[src/sv/rfp_pkg.sv]
// Package with the types, codes and constants shared by the response frame parser.
package rfp_pkg;

    localparam int BYTE_W  = 8;
    localparam int KIND_W  = 4;
    localparam int CFG_IDX_W = 2;

    localparam logic [BYTE_W-1:0] MAX_PAYLOAD = 8'd255;

    localparam logic [CFG_IDX_W-1:0] REG_START_MARKER_ONE = 2'd0;
    localparam logic [CFG_IDX_W-1:0] REG_START_MARKER_TWO = 2'd1;
    localparam logic [CFG_IDX_W-1:0] REG_END_MARKER       = 2'd2;

    typedef enum logic [KIND_W-1:0] {
        KIND_HUNT      = 4'd0,
        KIND_START_OK  = 4'd1,
        KIND_PERIPH_ID = 4'd2,
        KIND_META      = 4'd3,
        KIND_ERR_CODE  = 4'd4,
        KIND_DATA      = 4'd5,
        KIND_BAD_START = 4'd6,
        KIND_BAD_END   = 4'd7,
        KIND_FRAME_OK  = 4'd8
    } t_kind;

    typedef enum logic [2:0] {
        PH_HUNT = 3'd0,
        PH_SOM2 = 3'd1,
        PH_PID  = 3'd2,
        PH_META = 3'd3,
        PH_ERR  = 3'd4,
        PH_DATA = 3'd5,
        PH_END  = 3'd6
    } t_phase;

    typedef struct packed {
        logic [BYTE_W-1:0] start_marker_one;
        logic [BYTE_W-1:0] start_marker_two;
        logic [BYTE_W-1:0] end_marker;
    } t_markers;

    typedef struct packed {
        logic [KIND_W-1:0] kind;
        logic [BYTE_W-1:0] value;
        logic [BYTE_W-1:0] data_index;
        logic              frame_end;
    } t_result;

endpackage

[src/sv/rfp_in_if.sv]
// Channel carrying received bytes into the parser.
interface rfp_in_if;
    logic       valid;
    logic       ready;
    logic [7:0] rx_byte;
    logic [7:0] expected_length;

    modport source (output valid, output rx_byte, output expected_length, input ready);
    modport sink   (input valid, input rx_byte, input expected_length, output ready);
endinterface

[src/sv/rfp_out_if.sv]
// Channel carrying parse results out of the parser.
interface rfp_out_if;
    logic       valid;
    logic       ready;
    logic [3:0] kind;
    logic [7:0] value;
    logic [7:0] data_index;
    logic       frame_end;

    modport source (output valid, output kind, output value, output data_index,
                    output frame_end, input ready);
    modport sink   (input valid, input kind, input value, input data_index,
                    input frame_end, output ready);
endinterface

[src/sv/rfp_cfg_regs.sv]
// Marker configuration registers written through the plain write port.
module rfp_cfg_regs (
    input  logic                           i_clk,
    input  logic                           i_rst_n,
    input  logic                           i_cfg_we,
    input  logic [rfp_pkg::CFG_IDX_W-1:0]  i_cfg_idx,
    input  logic [rfp_pkg::BYTE_W-1:0]     i_cfg_data,
    output rfp_pkg::t_markers              o_markers
);
    import rfp_pkg::*;

    t_markers r_markers;
    t_markers n_markers;

    always_comb begin
        n_markers = r_markers;
        if (i_cfg_we) begin
            case (i_cfg_idx)
                REG_START_MARKER_ONE: n_markers.start_marker_one = i_cfg_data;
                REG_START_MARKER_TWO: n_markers.start_marker_two = i_cfg_data;
                REG_END_MARKER:       n_markers.end_marker       = i_cfg_data;
                default:              n_markers = r_markers;
            endcase
        end
    end

    always_ff @(posedge i_clk) begin
        if (!i_rst_n) begin
            r_markers <= '0;
        end else begin
            r_markers <= n_markers;
        end
    end

    assign o_markers = r_markers;

endmodule

[src/sv/rfp_parser.sv]
// Frame phase state machine that classifies each accepted byte.
module rfp_parser (
    input  logic                       i_clk,
    input  logic                       i_rst_n,
    input  logic                       i_accept,
    input  logic [rfp_pkg::BYTE_W-1:0] i_rx_byte,
    input  logic [rfp_pkg::BYTE_W-1:0] i_expected_length,
    input  rfp_pkg::t_markers          i_markers,
    output rfp_pkg::t_result           o_result
);
    import rfp_pkg::*;

    t_phase            r_phase;
    t_phase            n_phase;
    logic [BYTE_W-1:0] r_len;
    logic [BYTE_W-1:0] n_len;
    logic [BYTE_W-1:0] r_cnt;
    logic [BYTE_W-1:0] n_cnt;
    logic [BYTE_W-1:0] cnt_inc;
    t_kind             kind;

    always_ff @(posedge i_clk) begin
        if (!i_rst_n) begin
            r_phase <= PH_HUNT;
            r_len   <= '0;
            r_cnt   <= '0;
        end else if (i_accept) begin
            r_phase <= n_phase;
            r_len   <= n_len;
            r_cnt   <= n_cnt;
        end
    end

    assign cnt_inc = r_cnt + 8'd1;

    always_comb begin
        n_phase             = r_phase;
        n_len               = r_len;
        n_cnt               = r_cnt;
        kind                = KIND_HUNT;
        o_result.data_index = '0;
        o_result.frame_end  = 1'b0;
        case (r_phase)
            PH_HUNT: begin
                if (i_rx_byte == i_markers.start_marker_one) begin
                    kind    = KIND_START_OK;
                    n_len   = (i_expected_length > MAX_PAYLOAD) ? MAX_PAYLOAD
                                                                : i_expected_length;
                    n_cnt   = '0;
                    n_phase = PH_SOM2;
                end else begin
                    kind = KIND_BAD_START;
                end
            end
            PH_SOM2: begin
                if (i_rx_byte == i_markers.start_marker_two) begin
                    kind    = KIND_START_OK;
                    n_phase = PH_PID;
                end else begin
                    kind               = KIND_BAD_START;
                    o_result.frame_end = 1'b1;
                    n_phase            = PH_HUNT;
                end
            end
            PH_PID: begin
                kind    = KIND_PERIPH_ID;
                n_phase = PH_META;
            end
            PH_META: begin
                kind    = KIND_META;
                n_phase = PH_ERR;
            end
            PH_ERR: begin
                kind    = KIND_ERR_CODE;
                n_cnt   = '0;
                n_phase = (r_len == '0) ? PH_END : PH_DATA;
            end
            PH_DATA: begin
                kind                = KIND_DATA;
                o_result.data_index = r_cnt;
                n_cnt               = cnt_inc;
                if (cnt_inc >= r_len) begin
                    n_phase = PH_END;
                end
            end
            default: begin
                kind               = (i_rx_byte == i_markers.end_marker) ? KIND_FRAME_OK
                                                                         : KIND_BAD_END;
                o_result.frame_end = 1'b1;
                n_phase            = PH_HUNT;
            end
        endcase
        o_result.kind  = kind;
        o_result.value = i_rx_byte;
    end

endmodule

[src/sv/rfp_out_reg.sv]
// Result register that holds a beat until the downstream side takes it.
module rfp_out_reg (
    input  logic             i_clk,
    input  logic             i_rst_n,
    input  logic             i_valid,
    output logic             o_ready,
    input  rfp_pkg::t_result i_result,
    output logic             o_valid,
    input  logic             i_ready,
    output rfp_pkg::t_result o_result
);
    import rfp_pkg::*;

    logic    r_valid;
    t_result r_result;

    assign o_ready = !r_valid || i_ready;

    always_ff @(posedge i_clk) begin
        if (!i_rst_n) begin
            r_valid <= 1'b0;
        end else if (o_ready) begin
            r_valid <= i_valid;
        end
    end

    always_ff @(posedge i_clk) begin
        if (o_ready && i_valid) begin
            r_result <= i_result;
        end
    end

    assign o_valid  = r_valid;
    assign o_result = r_result;

endmodule

[src/sv/response_frame_parser_core.sv]
// Top level of the response frame parser: marker registers, phase machine, result register.
//
//  Channel   Direction  Beat contents
//  i_rx      in         rx_byte, expected_length
//  o_res     out        kind, value, data_index, frame_end
//  i_cfg_*   in         register index and byte written, no handshake
//
// Each byte is classified in the cycle it is accepted and appears on o_res the
// next cycle; one beat can be taken every cycle unless a result is held and
// o_res.ready is low. The result register is the only buffer: i_rx.ready is low
// only while a result is held and o_res.ready is low. Reset clears the phase,
// the payload length and count, and all three markers to zero.
module response_frame_parser_core (
    input  logic                          i_clk,
    input  logic                          i_rst_n,
    rfp_in_if.sink                        i_rx,
    rfp_out_if.source                     o_res,
    input  logic                          i_cfg_we,
    input  logic [rfp_pkg::CFG_IDX_W-1:0] i_cfg_idx,
    input  logic [rfp_pkg::BYTE_W-1:0]    i_cfg_data
);
    import rfp_pkg::*;

    t_markers markers;
    t_result  parse_result;
    t_result  held_result;
    logic     in_ready;
    logic     accept;

    assign accept     = i_rx.valid && in_ready;
    assign i_rx.ready = in_ready;

    rfp_cfg_regs u_cfg (
        .i_clk      (i_clk),
        .i_rst_n    (i_rst_n),
        .i_cfg_we   (i_cfg_we),
        .i_cfg_idx  (i_cfg_idx),
        .i_cfg_data (i_cfg_data),
        .o_markers  (markers)
    );

    rfp_parser u_parser (
        .i_clk             (i_clk),
        .i_rst_n           (i_rst_n),
        .i_accept          (accept),
        .i_rx_byte         (i_rx.rx_byte),
        .i_expected_length (i_rx.expected_length),
        .i_markers         (markers),
        .o_result          (parse_result)
    );

    rfp_out_reg u_out (
        .i_clk    (i_clk),
        .i_rst_n  (i_rst_n),
        .i_valid  (i_rx.valid),
        .o_ready  (in_ready),
        .i_result (parse_result),
        .o_valid  (o_res.valid),
        .i_ready  (o_res.ready),
        .o_result (held_result)
    );

    assign o_res.kind       = held_result.kind;
    assign o_res.value      = held_result.value;
    assign o_res.data_index = held_result.data_index;
    assign o_res.frame_end  = held_result.frame_end;

    // A parsed beat never reports the hunting code.
    a_no_hunt_kind: assert property (@(posedge i_clk) disable iff (!i_rst_n)
        o_res.valid |-> (o_res.kind != KIND_HUNT))
        else $error("result beat carries the hunting code");

    // Only aborted or completed frames raise the frame end flag.
    a_frame_end_kind: assert property (@(posedge i_clk) disable iff (!i_rst_n)
        (o_res.valid && o_res.frame_end) |->
            (o_res.kind == KIND_BAD_START || o_res.kind == KIND_BAD_END ||
             o_res.kind == KIND_FRAME_OK))
        else $error("frame end flag on a beat that does not close a frame");

    // A payload position is only ever reported on a data beat.
    a_index_on_data: assert property (@(posedge i_clk) disable iff (!i_rst_n)
        (o_res.valid && o_res.data_index != '0) |-> (o_res.kind == KIND_DATA))
        else $error("non-zero payload index on a beat that is not data");

    // A completed frame always closes on the configured end marker.
    a_frame_ok_marker: assert property (@(posedge i_clk) disable iff (!i_rst_n)
        (o_res.valid && o_res.kind == KIND_FRAME_OK) |->
            (o_res.value == markers.end_marker && o_res.frame_end))
        else $error("frame reported complete on a byte other than the end marker");

endmodule
[src/flat_wrapper.sv]
// flat-port wrapper written by rule: the top's interface ports become plain ports
module response_frame_parser_core_flat import rfp_pkg::*;
  (i_clk, i_rst_n, i_cfg_we, i_cfg_idx, i_cfg_data, i_rx_valid, i_rx_rx_byte, i_rx_expected_length, i_rx_ready, o_res_valid, o_res_kind, o_res_value, o_res_data_index, o_res_frame_end, o_res_ready);
  rfp_in_if i_rx_i ();
  rfp_out_if o_res_i ();
  input  logic i_clk;
  input  logic i_rst_n;
  input  logic i_cfg_we;
  input  logic [rfp_pkg::CFG_IDX_W-1:0] i_cfg_idx;
  input  logic [rfp_pkg::BYTE_W-1:0] i_cfg_data;
  input wire logic [$bits(i_rx_i.valid)-1:0] i_rx_valid;
  input wire logic [$bits(i_rx_i.rx_byte)-1:0] i_rx_rx_byte;
  input wire logic [$bits(i_rx_i.expected_length)-1:0] i_rx_expected_length;
  output wire logic [$bits(i_rx_i.ready)-1:0] i_rx_ready;
  output wire logic [$bits(o_res_i.valid)-1:0] o_res_valid;
  output wire logic [$bits(o_res_i.kind)-1:0] o_res_kind;
  output wire logic [$bits(o_res_i.value)-1:0] o_res_value;
  output wire logic [$bits(o_res_i.data_index)-1:0] o_res_data_index;
  output wire logic [$bits(o_res_i.frame_end)-1:0] o_res_frame_end;
  input wire logic [$bits(o_res_i.ready)-1:0] o_res_ready;
  assign i_rx_i.valid = i_rx_valid;
  assign i_rx_i.rx_byte = i_rx_rx_byte;
  assign i_rx_i.expected_length = i_rx_expected_length;
  assign i_rx_ready = i_rx_i.ready;
  assign o_res_valid = o_res_i.valid;
  assign o_res_kind = o_res_i.kind;
  assign o_res_value = o_res_i.value;
  assign o_res_data_index = o_res_i.data_index;
  assign o_res_frame_end = o_res_i.frame_end;
  assign o_res_i.ready = o_res_ready;
  response_frame_parser_core u_core (.i_clk(i_clk), .i_rst_n(i_rst_n), .i_rx(i_rx_i), .o_res(o_res_i), .i_cfg_we(i_cfg_we), .i_cfg_idx(i_cfg_idx), .i_cfg_data(i_cfg_data));
endmodule
[config.mk]
export PLATFORM = sky130hd
export DESIGN_NAME = response_frame_parser_core_flat
export DESIGN_NICKNAME = d
export VERILOG_FILES = /design/src/sv/rfp_pkg.sv /design/src/sv/rfp_in_if.sv /design/src/sv/rfp_out_if.sv /design/src/sv/rfp_cfg_regs.sv /design/src/sv/rfp_parser.sv /design/src/sv/rfp_out_reg.sv /design/src/sv/response_frame_parser_core.sv /design/src/flat_wrapper.sv
export SDC_FILE = /design/constraint.sdc
export NUM_CORES = 1
export LEC_CHECK = 0
export BUFFER_PORTS_ARGS = -buffer_cell sky130_fd_sc_hd__buf_2
export CAP_MARGIN = 20
export CORE_AREA = 8 8 88 90
export CTS_BUF_LIST = sky130_fd_sc_hd__clkbuf_8
export DETAILED_ROUTE_END_ITERATION = 8
export DIE_AREA = 0 0 96 98
export PLACE_DENSITY = 0.8
export SKIP_CTS_REPAIR_TIMING = 1
export SYNTH_ARGS = -nofsm -noshare
export SYNTH_HDL_FRONTEND = slang
export SYNTH_HIERARCHICAL = 1
export SYNTH_SLANG_ARGS = --single-unit
[constraint.sdc]
create_clock -name i_clk -period 2.25 [get_ports i_clk]
set_input_delay 0.3375 -clock i_clk [delete_from_list [all_inputs] [get_ports i_clk]]
set_output_delay 0.3375 -clock i_clk [all_outputs]
set_load 0.02 [all_outputs]
==> results list, run 1 <==
- In this run the worst path has a maximum fanout of 4.
* Total via count after detailed routing: 2346
* Leftover overflow at the end of global routing: 0
- The die covers 0.00941 mm^2.
- Top routing layer in use: met4
- Crit Reg-Reg Startpoint: u_core/u_parser/r_cnt[1]$_SDFFE_PN0P_
* First-pass GRT wire length: 10.4 mm
- Endpoint required time on the critical path: 2.52 ns
* Mapped cell area: 0.00317 mm^2
* Most common cell in the synthesized netlist: sky130_fd_sc_hd__nand2_1
- After clock tree synthesis, the clock-pin slew on the worst setup and hold paths is 0.08 ns.
- Counting stages on the worst path, the most repeated cell is sky130_fd_sc_hd__nand3_2.
* Port Buffers: 53
* Final worst path period share: 97.5%
- Detailed-routing wirelength on met1: 2.85 mm
- Source-to-sink clock delay at the later pin of the worst-skew pair: 0.35 ns
- Pre-CTS setup slack: -0.00911 ns
- Total half-perimeter wirelength after legalization and detailed placement: 4.60 mm
- Flip-flop cell with the highest count after synthesis: sky130_fd_sc_hd__dfxtp_1
* Die boundary width: 96 um
- 54 I/O pins were placed.
* Peak supply drop: 0.529 mV
- Ratio of total power to cell area: 684 mW/mm^2
- Actual transition at the worst max-transition pin: 0.597 ns
- Of the total synthesized cell area, the portion taken by full adders, half adders and majority gates is 3.55%.
- Clock H-tree levels: 3
- TritonCTS built the clock tree.
- The routed design uses 3.22 mm of met2 wire.
- The worst setup path is launched from a flop.
* Share of the core filled with cells: 58.1%
- Initial cell density of the core: 48.8%
- Number of synthesized register bits: 65
* Clock Tree Buf Depth: 2
- The filler cells instantiated in the layout total 550.
* Met3 WL post-DR: 401 um
- Instance count after placement with tap cells included: 432
- Remaining routing DRC violations: 0
* Detailed Routing Iterations Pass 1: 4
- Summing all multi-input logic gate instances after layout gives 0.00154 mm^2.
- Routability-driven placement finished with a final weighted congestion of 0.828.
- The worst hold path terminates at u_core/u_out/o_valid$_SDFFE_PN0P_.
- Combinational family with the most area after synthesis: simple AND/OR/NAND/NOR gates
- Post-layout minimum cycle time: 2.19 ns
* Async set or reset register ratio after synthesis: 0%
* Leakage: 1.63 nW
* Fraction of the mapped netlist area in simple logic gates: 18.2%
* Area of all sequential standard cells: 0.00152 mm^2
- The routed design has 6.57 mm of wire.
- Maximum number of pins on one net before global-route repair: 28
* Drt via density: 5.20
- In this run, the number of DRC markers left after iteration 0 of detailed routing was 124.
- The via count of the first global-routing pass came to 2267.
* Worst hold slack across all endpoints: 0.255 ns
- The net count of the finished layout is 406.
* Max-cap violations: 0
- The root buffer cell chosen for the clock tree is sky130_fd_sc_hd__clkbuf_8.
- 0 antenna diodes ended up in the layout.
- Counting flops with a built-in enable in the synthesized netlist gives 21.
- Classification of the worst-slack hold path: in2reg
- TritonCTS buffer count: 9
- Once layout is complete, the cells apart from fillers number 451.
- Endpoint of the lowest-slack register-to-register path: u_core/u_parser/r_phase[0]$_SDFFE_PN0P_
- On the worst path, the slowest cell contributes a delay of 0.36 ns.
- Most used standard cells in the synthesized netlist: sky130_fd_sc_hd__nand2_1 (49), sky130_fd_sc_hd__dfxtp_1 (44), sky130_fd_sc_hd__mux2i_1 (34), sky130_fd_sc_hd__edfxtp_1 (21), sky130_fd_sc_hd__nand3_1 (19)
- Ranking of synthesized cells by area: sky130_fd_sc_hd__dfxtp_1 (28%), sky130_fd_sc_hd__edfxtp_1 (20%), sky130_fd_sc_hd__mux2i_1 (11%)
* Syn Nets: 354
- Area inside the core boundary: 0.00649 mm^2
- Sequential-to-total area share from yosys stat: 47.7%
* Total Negative Setup Slacks: 0 ns
* Mean instance size in the synthesized netlist: 10.1 um^2
* Worst Hold Launch: i_rx_valid
- In this run the biggest area consumer among cell types represents 27.8% of the synthesized area.
- Setup violations remaining at the end of the flow were counted as 0.
- The number of hold violations in the final report was 0.
- During synthesis, Yosys emitted a total of 6 warnings.
- Relative slew slack: 60.1%
- Wire per inst: 14.6 um
* Register-to-register setup slack: 0.06 ns
- Routed Antenna Nets: 0
* Compound-Gate Fraction of Synth Area: 6.12%
- Maximum frequency from static timing analysis: 0.456 GHz
* Worst setup skew after layout: 0.0113 ns
- Area growth, synth to finish: 18.9%
* Layout cell share with drive strength beyond 1: 27.0%
- Mux share of post-synthesis cell area: 10.7%
- Library cells used by synthesis: 42
- Counting instances, the worst hold path has a depth of 3.
- Setup Crit Path Kind: reg2reg
* Die extent in y: 98 um
* Cell with the largest stage delay on the worst path: sky130_fd_sc_hd__dfxtp_2
- At the worst endpoint, the arrival time is 2.46 ns.
- Total number of clock tree sinks: 65
- Worst Reg-to-Reg Cells: 9
* Run status: finished, final reports clean
- Worst Setup End Kind: flop
- Final count of pins violating max slew: 0
- Parity-gate share of the synthesized area counting xor and xnor cells: 8.29%
* Worst-case setup margin in the final layout: 0.0569 ns
- Number of antenna violations at the first check in global routing: 0
* Floorplan row count: 30
- Library cell occupying the most area in the post-synthesis netlist: sky130_fd_sc_hd__dfxtp_1
- Overall track demand over capacity in global routing: 14.0%
- Traced cell by cell, the critical path runs through buf_6 > nand3_2 > nor2_4 > nand3_2 > xnor2_2 > ha_1 > a2111oi_2 > a31o_2 > mux2i_1.
- Count of mapped cells out of synthesis: 314
## per-stage QoR
step,area [um^2],total power (W)
CTS,3680,0.00260
global placement,3450,0.00148
floorplan,3170,0.00142
global route,3770,0.00268
detailed placement,3450,0.00149
finish,3770,0.00258
## per-layer routing
layer  up-vias  GRT usage, %
met3         8          4.83
met4         0          6.04
met1      1107          17.0
met2        57          21.8
li1       1174             -
met5         -             0
## power breakdown
group	internal, W	switching (W)	total [W]
Sequential	0.00124	0.0000152	0.00126
Combinational	0.0000808	0.000118	0.000199
Clock	0.000680	0.000441	0.00112
## final cells by class
type | count | area share (%)
Sequential cell | 65 | 40.3
Clock buffer | 11 | 4.02
Inverter | 10 | 0.996
Tap cell | 80 | 2.66
Multi-Input combinational cell | 217 | 40.8
Timing Repair Buffer | 63 | 9.23
Clock inverter | 5 | 2.06
## placed cells by master (no fill, tap or decap), types with 2 or more instances in the layout
cell and count:
sky130_fd_sc_hd__xor2_1 12, sky130_fd_sc_hd__nand4_1 5, sky130_fd_sc_hd__buf_6 2, sky130_fd_sc_hd__nand2_1 49, sky130_fd_sc_hd__o21ai_1 8, sky130_fd_sc_hd__a21oi_1 3, sky130_fd_sc_hd__nor2_1 7, sky130_fd_sc_hd__nor3_1 3
sky130_fd_sc_hd__mux2i_1 34, sky130_fd_sc_hd__o21a_1 2, sky130_fd_sc_hd__buf_4 8, sky130_fd_sc_hd__clkinv_2 2, sky130_fd_sc_hd__inv_1 10, sky130_fd_sc_hd__or4_1 2, sky130_fd_sc_hd__a21o_1 2, sky130_fd_sc_hd__buf_2 53
sky130_fd_sc_hd__edfxtp_1 21, sky130_fd_sc_hd__clkbuf_8 11, sky130_fd_sc_hd__o21ai_0 4, sky130_fd_sc_hd__dfxtp_1 41, sky130_fd_sc_hd__xnor2_1 17, sky130_fd_sc_hd__o211ai_2 2, sky130_fd_sc_hd__nand3_1 16, sky130_fd_sc_hd__ha_1 8
sky130_fd_sc_hd__and2_1 9, sky130_fd_sc_hd__nor2_2 2, sky130_fd_sc_hd__nand3_2 4, sky130_fd_sc_hd__bufinv_16 2, sky130_fd_sc_hd__nor2b_1 9, sky130_fd_sc_hd__nor4_1 2, sky130_fd_sc_hd__dfxtp_2 2
## registers in the layout (all words and copies together) (netlist names)
name,flops
u_core/u_out/o_result,21
u_core/u_parser/r_len,8
u_core/u_out/o_valid,1
u_core/u_parser/r_phase,3
u_core/u_cfg/o_markers,24
u_core/u_parser/r_cnt,8
## cell families after synthesis
logic type,after synthesis
xor+xnor,30
mux,34
simple gates,116
buf+inv,32
flops,65
fa+ha+maj,9
compound gates,28
## critical path, delay by kind of cell, from the launching register on
kind / cells / cell delay [ns]
fa+ha+maj: 1 / 0.33
flops: 1 / 0.36
mux: 1 / 0.17
compound gates: 2 / 0.59
buf+inv: 1 / 0.11
simple gates: 3 / 0.38
xor+xnor: 1 / 0.18
## how the worst max path moves through the flow
stage | from | end | slack, ns | cells past startpoint
after global placement | u_core/u_parser/r_cnt[0]$_SDFFE_PN0P_ | u_core/u_parser/r_phase[0]$_SDFFE_PN0P_ | 0.06 | 9
final | u_core/u_parser/r_cnt[1]$_SDFFE_PN0P_ | u_core/u_parser/r_phase[0]$_SDFFE_PN0P_ | 0.06 | 9
after detailed placement | u_core/u_parser/r_cnt[0]$_SDFFE_PN0P_ | u_core/u_parser/r_phase[1]$_SDFFE_PN0P_ | -0.009 | 9
after floorplan | u_core/u_parser/r_cnt[0]$_SDFFE_PN0P_ | u_core/u_parser/r_phase[0]$_SDFFE_PN0P_ | 0.01 | 9
after global routing | u_core/u_parser/r_cnt[0]$_SDFFE_PN0P_ | u_core/u_parser/r_phase[1]$_SDFFE_PN0P_ | -0.04 | 9
after CTS | u_core/u_parser/r_cnt[0]$_SDFFE_PN0P_ | u_core/u_parser/r_phase[1]$_SDFFE_PN0P_ | -0.04 | 9
No activity file was read; power rests on OpenSTA's default activity.
==> run 2: changes to the inputs <==
--- a/config.mk
+++ b/config.mk
@@ -7,11 +7,11 @@
 export LEC_CHECK = 0
 export BUFFER_PORTS_ARGS = -buffer_cell sky130_fd_sc_hd__buf_2
 export CAP_MARGIN = 20
-export CORE_AREA = 8 8 88 90
+export CORE_AREA = 8 8 105 107
 export CTS_BUF_LIST = sky130_fd_sc_hd__clkbuf_8
 export DETAILED_ROUTE_END_ITERATION = 8
-export DIE_AREA = 0 0 96 98
-export PLACE_DENSITY = 0.8
+export DIE_AREA = 0 0 113 115
+export PLACE_DENSITY = 0.6
 export SKIP_CTS_REPAIR_TIMING = 1
 export SYNTH_ARGS = -nofsm -noshare
 export SYNTH_HDL_FRONTEND = slang
==> run 2 against run 1 <==
Effect of this change:
- count of clock-buffer cells in the layout down 2
- fmax rose by 1.6%
- non-clock buffer count increased by 3
- utilization decreased by 18 points
- critical path depth unchanged
- sequential power about the same
- final area increased by 1.2%
==> results list, run 2 (synthesis gave the netlist of run 1 again) <==
- Commonest cells after routing, fill and taps aside: sky130_fd_sc_hd__buf_2 (53), sky130_fd_sc_hd__nand2_1 (49), sky130_fd_sc_hd__dfxtp_1 (42), sky130_fd_sc_hd__mux2i_1 (34), sky130_fd_sc_hd__edfxtp_1 (21)
* First-pass GRT wire length: 11.5 mm (+11%)
- The sequential fraction of design power was 49.5% (+0.7 points).
- The number of sinks on the clock net is 65 (unchanged).
- The fraction of power spent switching nets came to 23.5% (+1.2 points).
- Wire per inst: 14.1 um (-2.9%)
* Port Buffers: 53 (unchanged)
- Die extent in y: 115 um (+17%)
* Max Fanout on Critical Path: 4 (unchanged)
- The number of pins with negative max-slew slack in the final report was 0 (unchanged).
- The signal arrival time at the worst endpoint was 2.42 ns (-0.04 ns).
* Final wirelength: 6.90 mm (+5.1%)
- Layout cell share with drive strength beyond 1: 27.3% (+0.32 points)
- The standard cell area after detailed placement is 0.00352 mm^2 (+1.9%).
- Capture endpoint of the worst hold path: u_core/u_parser/r_len[1]$_SDFFE_PN0P_
- The portion of total power attributed to combinational logic is 7.9% (+0.2 points).
- Number of global-route vias before repair: 2318 (+2.2%)
- Remaining routing DRC violations: 0 (unchanged)
- The clock insertion delay at the later pin of the skew report is 0.34 ns (about the same).
- The cell leakage power came to 1.64 nW (+0.32%).
- The path class of the tightest hold or removal check is in2reg.
* Internal power of the cells: 0.00195 W (-2.8%)
* Die boundary width: 113 um (+18%)
* Total Nets Final: 409 (+0.74%)
* Clock transition time at the flip-flop clock pins of the worst setup and hold paths: 0.07 ns (about the same)
* TritonCTS buffer count: 9 (unchanged)
- The final estimated routing congestion in global placement came to 0.799 (-3.4%).
- Worst setup skew after layout: 0.00849 ns (-0.00278 ns)
- The total number of vias was 2285 (-2.6%).
- The antenna diode count came to 0 (unchanged).
- The flip-flop count of the largest register, all copies and words added is 24 (unchanged).
* Actual transition at the worst max-transition pin: 0.644 ns (+0.0474 ns)
- Cell area after layout: 0.00382 mm^2 (+1.2%)
- The worst register-to-register path begins at u_core/u_parser/r_cnt[1]$_SDFFE_PN0P_.
- The shortest clock period the worst path allows after layout was 2.16 ns (-0.0353 ns).
- Drt via density: 4.68 (-10%)
- DIE AREA: 0.0130 mm^2 (+38%)
* Top-Level Pins: 54 (unchanged)
* Leftover overflow at the end of global routing: 0 (unchanged)
* Count of endpoints failing setup in the final report: 0 (unchanged)
- Register-to-register setup slack: 0.09 ns (+0.04 ns)
- Total power: 0.00255 W (-1.3%)
* Run status: finished, final reports clean
- Final worst path period share: 95.9% (-1.6 points)
- Worst Reg-to-Reg Cells: 9 (unchanged)
- Iteration-0 DRC Markers: 68 (-45%)
- Clock Tree Buf Depth: 2 (unchanged)
* Maximum number of pins on one net before global-route repair: 27 (-3.6%)
- Sw Pwr: 0.000597 W (+4.1%)
- Clock tree from TritonCTS: done
- The starting utilization of the core area came to 33.5% (-15 points).
* Total half-perimeter wirelength after legalization and detailed placement: 5.02 mm (+9.0%)
- Worst Setup End Kind: flop
- The number of optimization iterations in the first detailed-route pass is 5 (+1).
* Endpoint required time on the critical path: 2.51 ns (about the same)
- Final hold violation count: 0 (unchanged)
- The library cell used most frequently in the layout, excluding fill and tap cells, is sky130_fd_sc_hd__buf_2.
- The number of antenna violations at the first check in global routing was 0 (unchanged).
* Relative slew slack: 56.9% (-3.2 points)
- The worst setup path is launched from a flop.
- The remaining antenna violation count came to 0 (unchanged).
* Worst Hold Launch: i_rx_expected_length[1]
* Max-cap violations: 0 (unchanged)
- The end-of-flow core utilization came to 40.3% (-18 points).
- Total of fill cells in the finished design: 949 (+73%)
- The worst register-to-register path ends at u_core/u_parser/r_phase[0]$_SDFFE_PN0P_.
* Clock power frac: 42.6% (-0.8 points)
- Setup Crit Path Kind: reg2reg
* Area inside the core boundary: 0.00946 mm^2 (+46%)
- In this run the clock root is driven by a sky130_fd_sc_hd__clkbuf_8.
- Hold Path Stages: 3 (unchanged)
- Peak supply drop: 0.314 mV (-41%)
- Ratio of total power to cell area: 667 mW/mm^2 (-2.5%)
- Floorplan row count: 36 (+20%)
* Clock H-tree levels: 3 (unchanged)
- Relative to the synthesized area, the layout overhead comes to 20.4%.
- Maximum frequency from static timing analysis: 0.463 GHz (+1.6%)
* Overall track demand over capacity in global routing: 11.2% (-2.9 points)
run 2: cell count changes in the layout (fill, tap and decap cells not counted), sizes merged:
cell      previous run  this run
clkbuf              11         9
buf                 63        66
clkinvlp             1         2
inv                 10        11
run 2: cell type report:
class | instances | area (um^2) | share of cell area (%)
multi-input combinational | 217 | 1540 | 40.3
clock inverter | 7 | 93.8 | 2.46
timing repair buffer | 66 | 367 | 9.61
inverter | 10 | 37.5 | 0.984
tap | 114 | 143 | 3.74
clock buffer | 9 | 124 | 3.25
sequential | 65 | 1510 | 39.7
run 2: how the worst max path moves through the flow:
stage | endpoint | slack (ns) | from
floorplan | u_core/u_parser/r_phase[0]$_SDFFE_PN0P_ | 0.01 | u_core/u_parser/r_cnt[0]$_SDFFE_PN0P_
global placement | u_core/u_parser/r_phase[0]$_SDFFE_PN0P_ | 0.05 | u_core/u_parser/r_cnt[0]$_SDFFE_PN0P_
detailed placement | u_core/u_parser/r_phase[0]$_SDFFE_PN0P_ | -0.02 | u_core/u_parser/r_cnt[0]$_SDFFE_PN0P_
CTS | u_core/u_parser/r_phase[0]$_SDFFE_PN0P_ | -0.08 | u_core/u_parser/r_cnt[0]$_SDFFE_PN0P_
global route | u_core/u_parser/r_phase[0]$_SDFFE_PN0P_ | -0.01 | u_core/u_parser/r_cnt[1]$_SDFFE_PN0P_
finish | u_core/u_parser/r_phase[0]$_SDFFE_PN0P_ | 0.09 | u_core/u_parser/r_cnt[1]$_SDFFE_PN0P_
run 2: power groups by stage:
stage                     Clock (W)  Combinational, W  Sequential, W
after floorplan                   0          0.000107        0.00131
after global placement            0          0.000201        0.00129
after detailed placement          0          0.000204        0.00129
after CTS                   0.00112          0.000205        0.00126
after global routing        0.00118          0.000221        0.00126
final                       0.00109          0.000201        0.00126
run 2: metrics by stage:
stage | instances | hold slack, ns | TNS (ns) | worst slack (ns)
detailed placement | 469 | 0.462 | -0.0434 | -0.0232
global route | 488 | 0.246 | -0.0142 | -0.0101
floorplan | 314 | 0.446 | 0 | 0.0104
finish | 488 | 0.254 | 0 | 0.0922
global placement | 469 | 0.456 | 0 | 0.0478
CTS | 485 | 0.237 | -0.160 | -0.0823
run 2: metal layers:
metal | routed length [um] | vias to the layer above | global-route usage, %
met1 | 3380 | 1056 | 14.2
li1 | - | 1182 | -
met5 | 0 | - | 0
met4 | 103 | 0 | 5.86
met2 | 3160 | 40 | 17.0
met3 | 260 | 7 | 2.99
run 2: critical path, cell delays in order (launching register included):
cell and delay (ns):
sky130_fd_sc_hd__dfxtp_2 0.35, sky130_fd_sc_hd__buf_4 0.13, sky130_fd_sc_hd__nand3_2 0.10, sky130_fd_sc_hd__nor2_4 0.14, sky130_fd_sc_hd__nand3_2 0.11, sky130_fd_sc_hd__xnor2_2 0.23, sky130_fd_sc_hd__ha_1 0.28, sky130_fd_sc_hd__a2111oi_2 0.35
sky130_fd_sc_hd__a31o_2 0.23, sky130_fd_sc_hd__mux2i_1 0.17
==> run 3: changes to the inputs <==
--- a/config.mk
+++ b/config.mk
@@ -5,12 +5,15 @@
 export SDC_FILE = /design/constraint.sdc
 export NUM_CORES = 1
 export LEC_CHECK = 0
+export ABC_CLOCK_PERIOD_IN_PS = 2250
 export BUFFER_PORTS_ARGS = -buffer_cell sky130_fd_sc_hd__buf_2
 export CAP_MARGIN = 20
 export CORE_AREA = 8 8 105 107
 export CTS_BUF_LIST = sky130_fd_sc_hd__clkbuf_8
+export CTS_CLUSTER_DIAMETER = 100
 export DETAILED_ROUTE_END_ITERATION = 8
 export DIE_AREA = 0 0 113 115
+export GPL_TIMING_DRIVEN = 0
 export PLACE_DENSITY = 0.6
 export SKIP_CTS_REPAIR_TIMING = 1
 export SYNTH_ARGS = -nofsm -noshare
==> run 3 against run 2 <==
Effect of this change:
- power shrank 1.6%
- final area grew 2.4%
- fmax is 2.5% lower
- utilization rose by 0.95 points
- flip-flop and latch count did not move
- clock skew decreased by 0.00081 ns
- sequential power about the same
- register-to-register slack worse by 0.06 ns
- combinational power up 8%
- non-clock buffer count up 12
- die area stayed put
- via count rose by 1.9%
- critical path type unchanged
- largest cell class unchanged
- highest routed layer unchanged
==> results list, run 3 (synthesis gave the netlist of run 1 again) <==
- Area growth, synth to finish: 23.3%
- The number of hold violations in the final report was 0 (unchanged).
* Internal power of the cells: 0.00194 W (-0.52%)
* Area inside the core boundary: 0.00946 mm^2 (unchanged)
- Iteration-0 DRC Markers: 83 (+22%)
- The post-route total power is 0.00251 W (-1.6%).
* Total inserted antenna cells: 0 (unchanged)
- The number of H-tree levels was 3 (unchanged).
* Final wirelength: 7.20 mm (+4.3%)
* Max Fanout on Critical Path: 6 (+2)
- Clock Root Buffer: sky130_fd_sc_hd__clkbuf_8
- Leftover overflow at the end of global routing: 0 (unchanged)
* Cell with the largest stage delay on the worst path: sky130_fd_sc_hd__dfxtp_4
- Layout cell share with drive strength beyond 1: 27.7% (+0.45 points)
- Ratio of total power to cell area: 641 mW/mm^2 (-3.9%)
- Cell type group with the largest total delay on the critical path: compound AO/OA/AOI/OAI gates
* DIE AREA: 0.0130 mm^2 (unchanged)
- The final-layout fill cell count was 937 (-1.3%).
- Final standard cell count with taps included and fillers excluded: 500 (+2.5%)
- Max-cap violations: 0 (unchanged)
- The tightest slew margin relative to the limit is 61.6% (+4.7 points).
- Worst-path cell chain: ha_4 > nand3_4 > nor2_4 > xor2_2 > ha_1 > a21o_1 > a2111oi_4 > a31o_2 > mux2i_1
* Final worst path period share: 98.4% (+2.5 points)
* Sw Pwr: 0.000566 W (-5.2%)
* Routed Antenna Nets: 0 (unchanged)
- TritonCTS buffer count: 9 (unchanged)
* Worst setup skew after layout: 0.00768 ns (-0.000811 ns)
- Cell area after layout: 0.00391 mm^2 (+2.4%)
- The via count of the first global-routing pass came to 2383 (+2.8%).
- The storage element area is 0.00153 mm^2 (+0.91%).
* Register share of total power: 50.1% (+0.6 points)
- Routability congestion estimate: 0.787 (-1.5%)
- Floorplan row count: 36 (unchanged)
- The maximum resistive drop on vdd came to 0.261 mV (-17%).
- The first-pass GRT wire length is 11.6 mm (+0.30%).
- The number of sinks on the clock net was 65 (unchanged).
- The starting utilization of the core area was 33.5% (unchanged).
- Logic pwr share: 8.7% (+0.8 points)
- Maximum single-stage delay on the critical path: 0.39 ns (+0.04 ns)
- Total half-perimeter wirelength after legalization and detailed placement: 5.25 mm (+4.7%)
* Run status: finished, final reports clean
- Hold Path Stages: 3 (unchanged)
- Classification of the worst-slack hold path: in2reg
* Leakage: 1.68 nW (+2.7%)
- The number of gates on the worst path with buffers counted was 9 (unchanged).
- The multi-input combinational cell area is 0.00157 mm^2 (+2.3%).
- Clock transition time at the flip-flop clock pins of the worst setup and hold paths: 0.07 ns (about the same)
- The deepest clock path buffer count was 2 (unchanged).
- The total instance count after detailed placement was 481 (+2.6%).
- Overall track demand over capacity in global routing: 11.3% (+0.11 points)
- The final routed wire length divided by cell count came to 14.4 um (+1.8%).
- Placed Instance Area: 0.00358 mm^2 (+1.7%)
- Final count of pins violating max slew: 0 (unchanged)
- The number of remaining DRC errors came to 0 (unchanged).
* Total Negative Setup Slacks: 0 ns (unchanged)
* Detailed Routing Iterations Pass 1: 4 (-1)
- Worst hold slack across all endpoints: 0.263 ns (+0.00936 ns)
* Source-to-sink clock delay at the later pin of the worst-skew pair: 0.33 ns (about the same)
* Total Nets Final: 421 (+2.9%)
- Clock tree from TritonCTS: done
- Commonest non-fill, non-tap cell in the layout: sky130_fd_sc_hd__buf_2
- Commonest cells after routing, fill and taps aside: sky130_fd_sc_hd__buf_2 (58), sky130_fd_sc_hd__nand2_1 (49), sky130_fd_sc_hd__dfxtp_1 (39), sky130_fd_sc_hd__mux2i_1 (34), sky130_fd_sc_hd__edfxtp_1 (21)
- The shortest clock period the worst path allows after layout came to 2.21 ns (+0.0557 ns).
* Worst Setup End Kind: flop
- The total number of vias is 2328 (+1.9%).
- The number of placed I/O pins is 54 (unchanged).
- The worst setup path is of the reg2reg kind.
* Port Buffers: 53 (unchanged)
- Data arrival time of the critical path: 2.47 ns (+0.05 ns)
- The fraction of power spent switching nets came to 22.6% (-0.86 points).
- The maximum clock rate is 0.452 GHz (-2.5%).
- The via-per-instance ratio is 4.66 (-0.56%).
- The worst endpoint required time is 2.50 ns (about the same).
- WP buf/inv: 0 (-1)
- The share of total power in the clock network was 41.2% (-1.4 points).
* Actual transition at the worst max-transition pin: 0.575 ns (-0.0689 ns)
- The height of the die came to 115 um (unchanged).
* Max reg flops: 24 (unchanged)
- Maximum number of pins on one net before global-route repair: 22 (-19%)
- The worst setup path is launched from a flop.
* Die boundary width: 113 um (unchanged)
- Number of antenna violations at the first check in global routing: 0 (unchanged)
- The setup violation total in the final timing report is 0 (unchanged).
- Worst Reg-to-Reg Cells: 9 (unchanged)
-- run 3: layout make-up --
class	instances	share of cell area, %
clock buffers	9	3.17
repair buffers	56	7.37
inverters	10	0.961
clock inverters	7	2.05
flip-flops and latches	65	39.1
plain buffers	22	3.43
well taps	114	3.65
multi-input cells	217	40.3
-- run 3: tightest hold or removal path: cells and delay by family --
family | cells | cell delay, ns
and+or+nand+nor | 1 | 0.09
buffers and inverters | 1 | 0.08
muxes | 1 | 0.05
-- run 3: path summary, 6_finish.rpt --
path / slack, ns / from / to
worst max-delay path: 0.04 / u_core/u_parser/r_cnt[0]$_SDFFE_PN0P_ / u_core/u_parser/r_phase[0]$_SDFFE_PN0P_
worst min-delay path: 0.26 / i_rx_expected_length[0] / u_core/u_parser/r_len[0]$_SDFFE_PN0P_
worst max register to register: 0.04 / u_core/u_parser/r_cnt[0]$_SDFFE_PN0P_ / u_core/u_parser/r_phase[0]$_SDFFE_PN0P_
worst min register to register: 0.47 / u_core/u_cfg/o_markers[8]$_SDFFE_PN0P_ / u_core/u_cfg/o_markers[8]$_SDFFE_PN0P_
-- run 3: routing by layer --
layer | global-route usage [%] | part of all wire [%]
met5 | 0 | 0
met4 | 5.60 | 1.3
met3 | 2.47 | 4.1
met2 | 18.5 | 47
met1 | 13.7 | 47
-- run 3: power by group through the flow --
stage               clock [W]  sequential, W  combinational (W)
floorplan                   0        0.00131           0.000107
global placement            0        0.00129           0.000218
detailed placement          0        0.00129           0.000221
CTS                   0.00106        0.00126           0.000222
global route          0.00111        0.00126           0.000237
finish                0.00103        0.00126           0.000218
-- run 3: per-stage QoR --
stage                     setup WS (ns)  utilization (%)
after global placement           -0.217             37.8
final                            0.0365             41.3
after detailed placement         -0.344             37.8
after CTS                        -0.362             40.0
after global routing            -0.0406             41.3
after floorplan                  0.0104                -
